**src/sv/assert_macros.svh**
```systemverilog
// assertion macros shared by the cursor position and clip rtl
// no dependencies; include by bare file name
`ifndef ASSERT_MACROS_SVH
`define ASSERT_MACROS_SVH
`ifndef SYNTHESIS
`define ASSERT_ON(lbl, clk, rstn, prop, msg) \
    lbl: assert property (@(posedge clk) disable iff (!rstn) prop) else $error(msg);
`define ASSERT_ALWAYS(lbl, clk, prop, msg) \
    lbl: assert property (@(posedge clk) prop) else $error(msg);
`else
`define ASSERT_ON(lbl, clk, rstn, prop, msg)
`define ASSERT_ALWAYS(lbl, clk, prop, msg)
`endif
`endif

```
**src/sv/hcpc_pkg.sv**
```systemverilog
// shared types and constants for the cursor position and clip block
// no dependencies
package hcpc_pkg;

    localparam int CURSOR_DIM_BITS = 8;
    localparam int CUR_LANES_W     = 4 * CURSOR_DIM_BITS;
    localparam int POS_W           = 17;
    localparam int HALF_W          = 16;
    localparam int SRC_W           = 8;
    localparam int CALC_W          = 19;
    localparam int REG_W           = 32;
    localparam int CFG_IDX_W       = 3;
    localparam int S_TDATA_W       = 40;
    localparam int M_TDATA_W       = 104;
    localparam int M_TUSER_W       = 3;

    localparam logic [POS_W-1:0]   FOLD_STEP  = 17'h10000;
    localparam logic [POS_W:0]     FOLD_LIMIT = 18'h08000;
    localparam logic [POS_W-1:0]   LAST_RESET = 17'h18001;

    localparam logic [CFG_IDX_W-1:0] REG_GAME_ACTIVE = 3'd0;
    localparam logic [CFG_IDX_W-1:0] REG_WINDOWED    = 3'd1;
    localparam logic [CFG_IDX_W-1:0] REG_WINDOW_HOR  = 3'd2;
    localparam logic [CFG_IDX_W-1:0] REG_WINDOW_VER  = 3'd3;
    localparam logic [CFG_IDX_W-1:0] REG_AREA_SIZE   = 3'd4;
    localparam logic [CFG_IDX_W-1:0] REG_DEF_CURSOR  = 3'd5;
    localparam logic [CFG_IDX_W-1:0] REG_GAME_CURSOR = 3'd6;

    typedef struct packed {
        logic             game_active;
        logic             windowed;
        logic [REG_W-1:0] window_horizontal;
        logic [REG_W-1:0] window_vertical;
        logic [REG_W-1:0] area_size;
        logic [REG_W-1:0] default_cursor;
        logic [REG_W-1:0] game_cursor;
    } cfg_t;

    typedef struct packed {
        logic [POS_W-1:0] last_x;
        logic [POS_W-1:0] last_y;
        logic             last_use_game;
    } last_t;

    typedef struct packed {
        logic             moved;
        logic             on_screen;
        logic             use_game;
        logic [POS_W-1:0] pos_x;
        logic [POS_W-1:0] pos_y;
        logic [POS_W-1:0] dest_left;
        logic [POS_W-1:0] dest_top;
        logic [POS_W-1:0] dest_right;
        logic [POS_W-1:0] dest_bottom;
        logic [SRC_W-1:0] src_left;
        logic [SRC_W-1:0] src_top;
        logic [SRC_W-1:0] src_right;
        logic [SRC_W-1:0] src_bottom;
    } res_t;

endpackage

```
**src/sv/hcpc_cfg.sv**
```systemverilog
// configuration register file for the cursor position and clip block
// depends on hcpc_pkg
module hcpc_cfg (
    input  logic                            aclk,
    input  logic                            aresetn,
    input  logic                            cfg_valid,
    output logic                            cfg_ready,
    input  logic [hcpc_pkg::CFG_IDX_W-1:0]  cfg_index,
    input  logic [hcpc_pkg::REG_W-1:0]      cfg_data,
    output hcpc_pkg::cfg_t                  cfg
);
    import hcpc_pkg::*;

    cfg_t cfg_reg;

    assign cfg_ready = 1'b1;
    assign cfg       = cfg_reg;

    always_ff @(posedge aclk) begin
        if (!aresetn) begin
            cfg_reg <= '0;
        end else if (cfg_valid) begin
            unique case (cfg_index)
                REG_GAME_ACTIVE: cfg_reg.game_active       <= cfg_data[0];
                REG_WINDOWED:    cfg_reg.windowed          <= cfg_data[0];
                REG_WINDOW_HOR:  cfg_reg.window_horizontal <= cfg_data;
                REG_WINDOW_VER:  cfg_reg.window_vertical   <= cfg_data;
                REG_AREA_SIZE:   cfg_reg.area_size         <= cfg_data;
                REG_DEF_CURSOR:  cfg_reg.default_cursor    <= cfg_data;
                REG_GAME_CURSOR: cfg_reg.game_cursor       <= cfg_data;
                default: ;
            endcase
        end
    end

endmodule

```
**src/sv/hcpc_calc.sv**
```systemverilog
// fold, cursor choice, change test and rectangle clipping for one sample
// depends on hcpc_pkg
module hcpc_calc (
    input  hcpc_pkg::cfg_t                 cfg,
    input  hcpc_pkg::last_t                last,
    input  logic [hcpc_pkg::POS_W-1:0]     pos_x,
    input  logic [hcpc_pkg::POS_W-1:0]     pos_y,
    input  logic                           save_valid,
    output hcpc_pkg::res_t                 res
);
    import hcpc_pkg::*;

    logic [POS_W-1:0]            fx, fy;
    logic signed [POS_W:0]       x18, y18;
    logic signed [POS_W:0]       win_l, win_r, win_t, win_b;
    logic                        use_game, moved, on;
    logic [REG_W-1:0]            cur;
    logic [CUR_LANES_W+REG_W-1:0] cur_wide;
    logic [CUR_LANES_W-1:0]      cur_ext;
    logic [CURSOR_DIM_BITS-1:0]  w, h, hx, hy;
    logic signed [CALC_W-1:0]    xs, ys, ws, hs, hxs, hys, aw, ah;
    logic signed [CALC_W-1:0]    dl, dt, dr, db, sl, st, sr, sb;

    always_comb begin
        fx = pos_x;
        fy = pos_y;
        if (cfg.windowed && $signed({pos_x[POS_W-1], pos_x}) > $signed(FOLD_LIMIT)) begin
            fx = pos_x - FOLD_STEP;
        end
        if (cfg.windowed && $signed({pos_y[POS_W-1], pos_y}) > $signed(FOLD_LIMIT)) begin
            fy = pos_y - FOLD_STEP;
        end

        x18   = $signed({fx[POS_W-1], fx});
        y18   = $signed({fy[POS_W-1], fy});
        win_l = $signed({2'b00, cfg.window_horizontal[HALF_W-1:0]});
        win_r = $signed({2'b00, cfg.window_horizontal[REG_W-1:HALF_W]});
        win_t = $signed({2'b00, cfg.window_vertical[HALF_W-1:0]});
        win_b = $signed({2'b00, cfg.window_vertical[REG_W-1:HALF_W]});

        use_game = cfg.game_active && x18 >= win_l && x18 < win_r
                   && y18 >= win_t && y18 < win_b;
        moved = !(save_valid && fx == last.last_x && fy == last.last_y
                  && use_game == last.last_use_game);

        cur      = use_game ? cfg.game_cursor : cfg.default_cursor;
        cur_wide = {{CUR_LANES_W{1'b0}}, cur};
        cur_ext  = cur_wide[CUR_LANES_W-1:0];
        w  = cur_ext[0*CURSOR_DIM_BITS +: CURSOR_DIM_BITS];
        h  = cur_ext[1*CURSOR_DIM_BITS +: CURSOR_DIM_BITS];
        hx = cur_ext[2*CURSOR_DIM_BITS +: CURSOR_DIM_BITS];
        hy = cur_ext[3*CURSOR_DIM_BITS +: CURSOR_DIM_BITS];

        xs  = $signed({{(CALC_W-POS_W){fx[POS_W-1]}}, fx});
        ys  = $signed({{(CALC_W-POS_W){fy[POS_W-1]}}, fy});
        ws  = $signed({{(CALC_W-CURSOR_DIM_BITS){1'b0}}, w});
        hs  = $signed({{(CALC_W-CURSOR_DIM_BITS){1'b0}}, h});
        hxs = $signed({{(CALC_W-CURSOR_DIM_BITS){1'b0}}, hx});
        hys = $signed({{(CALC_W-CURSOR_DIM_BITS){1'b0}}, hy});
        aw  = $signed({{(CALC_W-HALF_W){1'b0}}, cfg.area_size[HALF_W-1:0]});
        ah  = $signed({{(CALC_W-HALF_W){1'b0}}, cfg.area_size[REG_W-1:HALF_W]});

        dl = xs - hxs;
        dt = ys - hys;
        dr = xs + (ws - hxs);
        db = ys + (hs - hys);
        sl = '0;
        st = '0;
        sr = ws;
        sb = hs;

        on = dr >= 0 && db >= 0 && dl <= aw && dt <= ah;
        if (on) begin
            if (dl < 0) begin
                sl = -dl;
                dl = '0;
            end
            if (dr > aw) begin
                sr = ws - (dr - aw);
                dr = aw;
            end
            if (dt < 0) begin
                st = -dt;
                dt = '0;
            end
            if (db > ah) begin
                sb = hs - (db - ah);
                db = ah;
            end
        end

        res = '0;
        res.use_game = use_game;
        res.pos_x    = fx;
        res.pos_y    = fy;
        if (moved) begin
            res.moved       = 1'b1;
            res.on_screen   = on;
            res.dest_left   = dl[POS_W-1:0];
            res.dest_top    = dt[POS_W-1:0];
            res.dest_right  = dr[POS_W-1:0];
            res.dest_bottom = db[POS_W-1:0];
            res.src_left    = sl[SRC_W-1:0];
            res.src_top     = st[SRC_W-1:0];
            res.src_right   = sr[SRC_W-1:0];
            res.src_bottom  = sb[SRC_W-1:0];
        end
    end

endmodule

```
**src/sv/hardware_cursor_position_clip.sv**
```systemverilog
// cursor position and clip block, top level: input register, calc, result register
// a word waits in the input register until the result register is free or being read, then moves there
// throughput: one word per cycle while m_tready holds, set by the single input and result register pair
// when a moved word goes to the result register the last position updates, and the cursor choice if on screen
// reset (aresetn low, synchronous) clears both valid flags and config, sets last position to LAST_RESET
// depends on hcpc_pkg, hcpc_cfg, hcpc_calc and assert_macros.svh
`include "assert_macros.svh"
module hardware_cursor_position_clip (
    input  logic                            aclk,
    input  logic                            aresetn,
    input  logic                            cfg_valid,
    output logic                            cfg_ready,
    input  logic [hcpc_pkg::CFG_IDX_W-1:0]  cfg_index,
    input  logic [hcpc_pkg::REG_W-1:0]      cfg_data,
    input  logic                            s_tvalid,
    output logic                            s_tready,
    // pos_x, pos_y, zero fill
    input  logic [hcpc_pkg::S_TDATA_W-1:0]  s_tdata,
    // save_valid
    input  logic                            s_tuser,
    output logic                            m_tvalid,
    input  logic                            m_tready,
    // dest_left, dest_top, dest_right, dest_bottom, src_left, src_top,
    // src_right, src_bottom, zero fill
    output logic [hcpc_pkg::M_TDATA_W-1:0]  m_tdata,
    // moved, on_screen, use_game
    output logic [hcpc_pkg::M_TUSER_W-1:0]  m_tuser
);
    import hcpc_pkg::*;

    cfg_t              cfg;
    last_t             last;
    res_t              res;
    logic              in_valid_reg;
    logic [POS_W-1:0]  in_x_reg, in_y_reg;
    logic              in_sv_reg;
    logic              out_valid_reg;
    logic [M_TDATA_W-1:0] out_data_reg;
    logic [M_TUSER_W-1:0] out_user_reg;
    logic [POS_W-1:0]  last_x_reg, last_y_reg;
    logic              last_game_reg;
    logic              advance;

    hcpc_cfg u_cfg (
        .aclk      (aclk),
        .aresetn   (aresetn),
        .cfg_valid (cfg_valid),
        .cfg_ready (cfg_ready),
        .cfg_index (cfg_index),
        .cfg_data  (cfg_data),
        .cfg       (cfg)
    );

    assign last.last_x        = last_x_reg;
    assign last.last_y        = last_y_reg;
    assign last.last_use_game = last_game_reg;

    hcpc_calc u_calc (
        .cfg        (cfg),
        .last       (last),
        .pos_x      (in_x_reg),
        .pos_y      (in_y_reg),
        .save_valid (in_sv_reg),
        .res        (res)
    );

    assign advance  = in_valid_reg && (!out_valid_reg || m_tready);
    assign s_tready = !in_valid_reg || advance;
    assign m_tvalid = out_valid_reg;
    assign m_tdata  = out_data_reg;
    assign m_tuser  = out_user_reg;

    always_ff @(posedge aclk) begin
        if (!aresetn) begin
            in_valid_reg  <= 1'b0;
            out_valid_reg <= 1'b0;
            last_x_reg    <= LAST_RESET;
            last_y_reg    <= LAST_RESET;
            last_game_reg <= 1'b0;
        end else begin
            if (s_tvalid && s_tready) begin
                in_valid_reg <= 1'b1;
            end else if (advance) begin
                in_valid_reg <= 1'b0;
            end
            if (advance) begin
                out_valid_reg <= 1'b1;
            end else if (m_tready) begin
                out_valid_reg <= 1'b0;
            end
            if (advance && res.moved) begin
                last_x_reg <= res.pos_x;
                last_y_reg <= res.pos_y;
                if (res.on_screen) begin
                    last_game_reg <= res.use_game;
                end
            end
        end
    end

    always_ff @(posedge aclk) begin
        if (s_tvalid && s_tready) begin
            in_x_reg  <= s_tdata[POS_W-1:0];
            in_y_reg  <= s_tdata[2*POS_W-1:POS_W];
            in_sv_reg <= s_tuser;
        end
        if (advance) begin
            out_data_reg <= {4'b0000, res.src_bottom, res.src_right, res.src_top,
                             res.src_left, res.dest_bottom, res.dest_right,
                             res.dest_top, res.dest_left};
            out_user_reg <= {res.use_game, res.on_screen, res.moved};
        end
    end

    `ASSERT_ON(a_idle_zero, aclk, aresetn, m_tvalid && !m_tuser[0] |-> m_tdata == '0 && !m_tuser[1], "unchanged word carries rectangle data")
    `ASSERT_ON(a_on_moved, aclk, aresetn, m_tvalid && m_tuser[1] |-> m_tuser[0], "on screen without move")
    `ASSERT_ON(a_adv_out, aclk, aresetn, advance |=> m_tvalid, "advanced word not presented")
    `ASSERT_ON(a_state_hold, aclk, aresetn, advance && !res.moved |=> $stable(last_x_reg) && $stable(last_y_reg) && $stable(last_game_reg), "state changed without move")
    `ASSERT_ALWAYS(a_reset_clear, aclk, !aresetn |=> !m_tvalid && !in_valid_reg, "reset left a word pending")

endmodule

```
**config.mk**
```make
export PLATFORM = sky130hd
export DESIGN_NAME = hardware_cursor_position_clip
export DESIGN_NICKNAME = d
export VERILOG_FILES = /design/src/sv/hcpc_pkg.sv /design/src/sv/hcpc_cfg.sv /design/src/sv/hcpc_calc.sv /design/src/sv/hardware_cursor_position_clip.sv
export VERILOG_INCLUDE_DIRS = /design/src /design/src/sv
export SDC_FILE = /design/constraint.sdc
export NUM_CORES = 1
export LEC_CHECK = 0
export BUFFER_PORTS_ARGS = -buffer_cell sky130_fd_sc_hd__buf_4
export CORE_MARGIN = 1.5
export CORE_UTILIZATION = 55
export CTS_CLUSTER_DIAMETER = 150
export DETAILED_ROUTE_END_ITERATION = 6
export PLACE_DENSITY_LB_ADDON = 0.3
export SYNTH_ARGS = -nofsm -noshare
export SYNTH_HDL_FRONTEND = slang
export SYNTH_SLANG_ARGS = --single-unit
```
**constraint.sdc**
```tcl
create_clock -name aclk -period 22.2 [get_ports aclk]
set_clock_uncertainty 0.1 [all_clocks]
set_input_delay 2.22 -clock aclk [delete_from_list [all_inputs] [get_ports aclk]]
set_output_delay 2.22 -clock aclk [all_outputs]
set_load 0.005 [all_outputs]
```
==> results.cfg <==
[run_status]
status = completed

[grt]
grt_max_degree = 104
track_usage_pct = 32.2
grt.overflow.total = 0
grt_pass1_vias = 17200
grt_antenna_before_repair = 2
grt_pass1_wl_mm = 96.5

[drt]
avgRoutedWirePerCell_um = 20.5
vias = 18000
route.detailed.drc = 0
wl_met3_mm = 5.57
routed_via_density = 5.85
wl_met2_mm = 28.1
drt-pass1-iter-count = 5
wl_met1_mm = 26.9
drt-initial-drc-count = 1501
top_layer = met4
ant_nets = 0
routed_wirelength_mm = 63.3

[yosys]
syn_area_per_cell_sq_um = 8.72
synth_warnings = 0
synthMuxAreaShare_pct = 3.23
synth_area_sq_um = 21000
synth-simple-area-share_pct = 17.6
synth_xor_area_share_pct = 5.49
synth_compound_area_share_pct = 14.9
synth_ff_type = dfxtp_1
synth_top_family_by_area = simple AND/OR/NAND/NOR gates
synth_fa_ha_area_share_pct = 14.4
synth_cell_type_count = 80
synthCells = 2411
ys_seq_elements = 337
yosysSeqAreaShare_pct = 38.7
synth_edf_count = 138
synthArstFlopShare_pct = 0

[timing]
timing.final.crit_share_pct = 50.9
drv_slew = 0
maxSlewHeadroom_pct = 7.83
fin_ws_ns = 10.90
hold_violations = 0
finalSetupViolCount = 0
fmaxAchievable_ghz = 0.0885
worst_pin_slew_ns = 1.37
tns_ns = 0
fin_crit_ns = 11.30
rsz0062_at_grt = no

[power_and_ir_drop]
power_density_nw_per_um2 = 78.5
power.leakage_nw = 9.38
vdd_ir_drop_max_mv = 0.0711

[job]
cap_viol_max_count = 0

[critical_path]
cpMaxStageDelayCell = a31oi_1
crit_fanout = 48
cp-startpoint = in_y_reg[0]
required_ns = 22.37
cp.arrival_ns = 11.47
crit_path_max_incr_delay_ns = 0.80
endpoint_kind = flop
startpoint_type = flop
r2r_cells = 38
r2r_slack_ns = 10.90
r2r_start = in_y_reg[0]
endpoint = m_tdata[52]
path_common_cell = o21ai_0
rr_endpoint = m_tdata[52]
crit_type = flop to flop

[die]
die_w_um = 199
io_pins = 191
core-area_sq_um = 37700
dieHeight_um = 199
initial_core_util_pct = 55.8
die_area_sq_um = 39400
rows = 71

[hold_path]
min_path_type = flop to flop

[clocking]
cts_resized = 0
cts_setup_buffers = 0
holdBufCountCts = 0
cts_sinks = 337
cts_buffers = 38
path_clk_slew_ns = 0.06
cts_tree = done
clockRootBuffer = clkbuf_16
cts_buffer_depth = 3
htree_num_levels = 2
clock_latency_ns = 0.56

[placement]
routabilityCongestion = 0.946
post-place-ws_ns = 11.14
io_buffer_count = 179
dp_hpwl_mm = 46.4

[finish]
largest_register_ffs = 162
fin_nets = 2847
drive_gt1_share_pct = 12.0
area.growth.synth_to_final_pct = 14.5
-- worst max-delay path: cells and delay by family (launching register included) --
| family | cells | cell delay, ns |
|---|---|---|
| AOI/OAI and AO/OA | 16 | 4.17 |
| and+or+nand+nor | 10 | 2.25 |
| adders and majority gates | 6 | 2.18 |
| buffers and inverters | 3 | 0.74 |
| muxes | 2 | 0.72 |
| DFF | 1 | 0.63 |
| xor gates and xnor gates | 1 | 0.16 |
-- how the worst min path moves through the flow --
stage,slack [ns],to,depth (start not counted),startpoint
6_report,0.35,u_cfg.cfg[22],2,u_cfg.cfg[22]
5_1_grt,0.37,u_cfg.cfg[147],2,u_cfg.cfg[147]
4_1_cts,0.35,u_cfg.cfg[20],2,u_cfg.cfg[20]
3_5_place_dp,0.35,u_cfg.cfg[99],2,u_cfg.cfg[99]
3_3_place_gp,0.34,u_cfg.cfg[16],2,u_cfg.cfg[16]
2_1_floorplan,0.33,u_cfg.cfg[11],2,u_cfg.cfg[11]
-- final cells by class --
cell class,count,area [sq um]
fill,3233,13600
multi-input combinational,1779,11700
sequential,337,8130
timing repair buffer,197,1480
clock buffer,55,1160
inverter,191,722
tap,511,639
clock inverter,15,203
antenna,1,2.50
-- cells by family (layout without fill, tap and decap cells) --
family / count (synthesis) / after routing
buf+inv: 298 / 458
simple gates: 822 / 822
mux: 66 / 66
xor+xnor: 131 / 131
flops: 337 / 337
compound gates: 524 / 524
other cells: 2 / 6
fa+ha+maj: 231 / 231
-- synth_stat cells (all sizes together) (27+ instances only) --
cell type,instances,share of area (%)
nand2,453,8.1
ha,202,12
xnor2,83,3.5
nor3,37,0.90
nand3,41,1.0
buf,27,0.89
o21ai,69,1.6
nor2,119,2.1
mux2i,54,2.6
clkbuf,80,1.4
inv,190,3.4
a21o,41,1.5
nor2b,43,1.3
a21oi,298,7.1
dfxtp,199,19
xor2,48,2.0
edfxtp,138,20
nand2b,27,0.82
-- where the power goes --
group	internal, mW	leakage [nW]	switching [mW]
sequential	0.692	2.94	0.0264
combinational	0.196	5.77	0.294
clock	0.422	0.671	0.259
total	1.31	9.38	0.579
-- layout by cell type (no fill, tap or decap), drive strengths merged, types with 43 or more instances in the layout --
cell / count
nor2b: 43
ha: 202
xor2: 48
xnor2: 83
nor2: 119
edfxtp: 138
mux2i: 54
inv: 191
clkbuf: 55
buf: 197
a21oi: 298
o21ai: 69
nand2: 453
dfxtp: 199
-- per-layer routing --
metal / vias up / GRT usage [%]
met2: 720 / 50.6
met3: 146 / 5.04
met1: 8633 / 43.8
li1: 8546 / -
met5: - / 0
met4: 0 / 14.8
-- metrics by stage --
| stage | cells | utilization (%) | power, mW | hold WS (ns) | instance area [sq um] |
|---|---|---|---|---|---|
| floorplan | 2414 | - | 1.04 | 0.333 | 21000 |
| global placement | 3015 | 60.3 | 1.19 | 0.338 | 22700 |
| detailed placement | 3015 | 60.3 | 1.21 | 0.347 | 22700 |
| CTS | 3085 | 63.9 | 1.89 | 0.354 | 24100 |
| global route | 3086 | 63.9 | 1.97 | 0.372 | 24100 |
| finish | 3086 | 63.9 | 1.89 | 0.352 | 24100 |
Note: power is estimated with default switching activity, not from simulation.
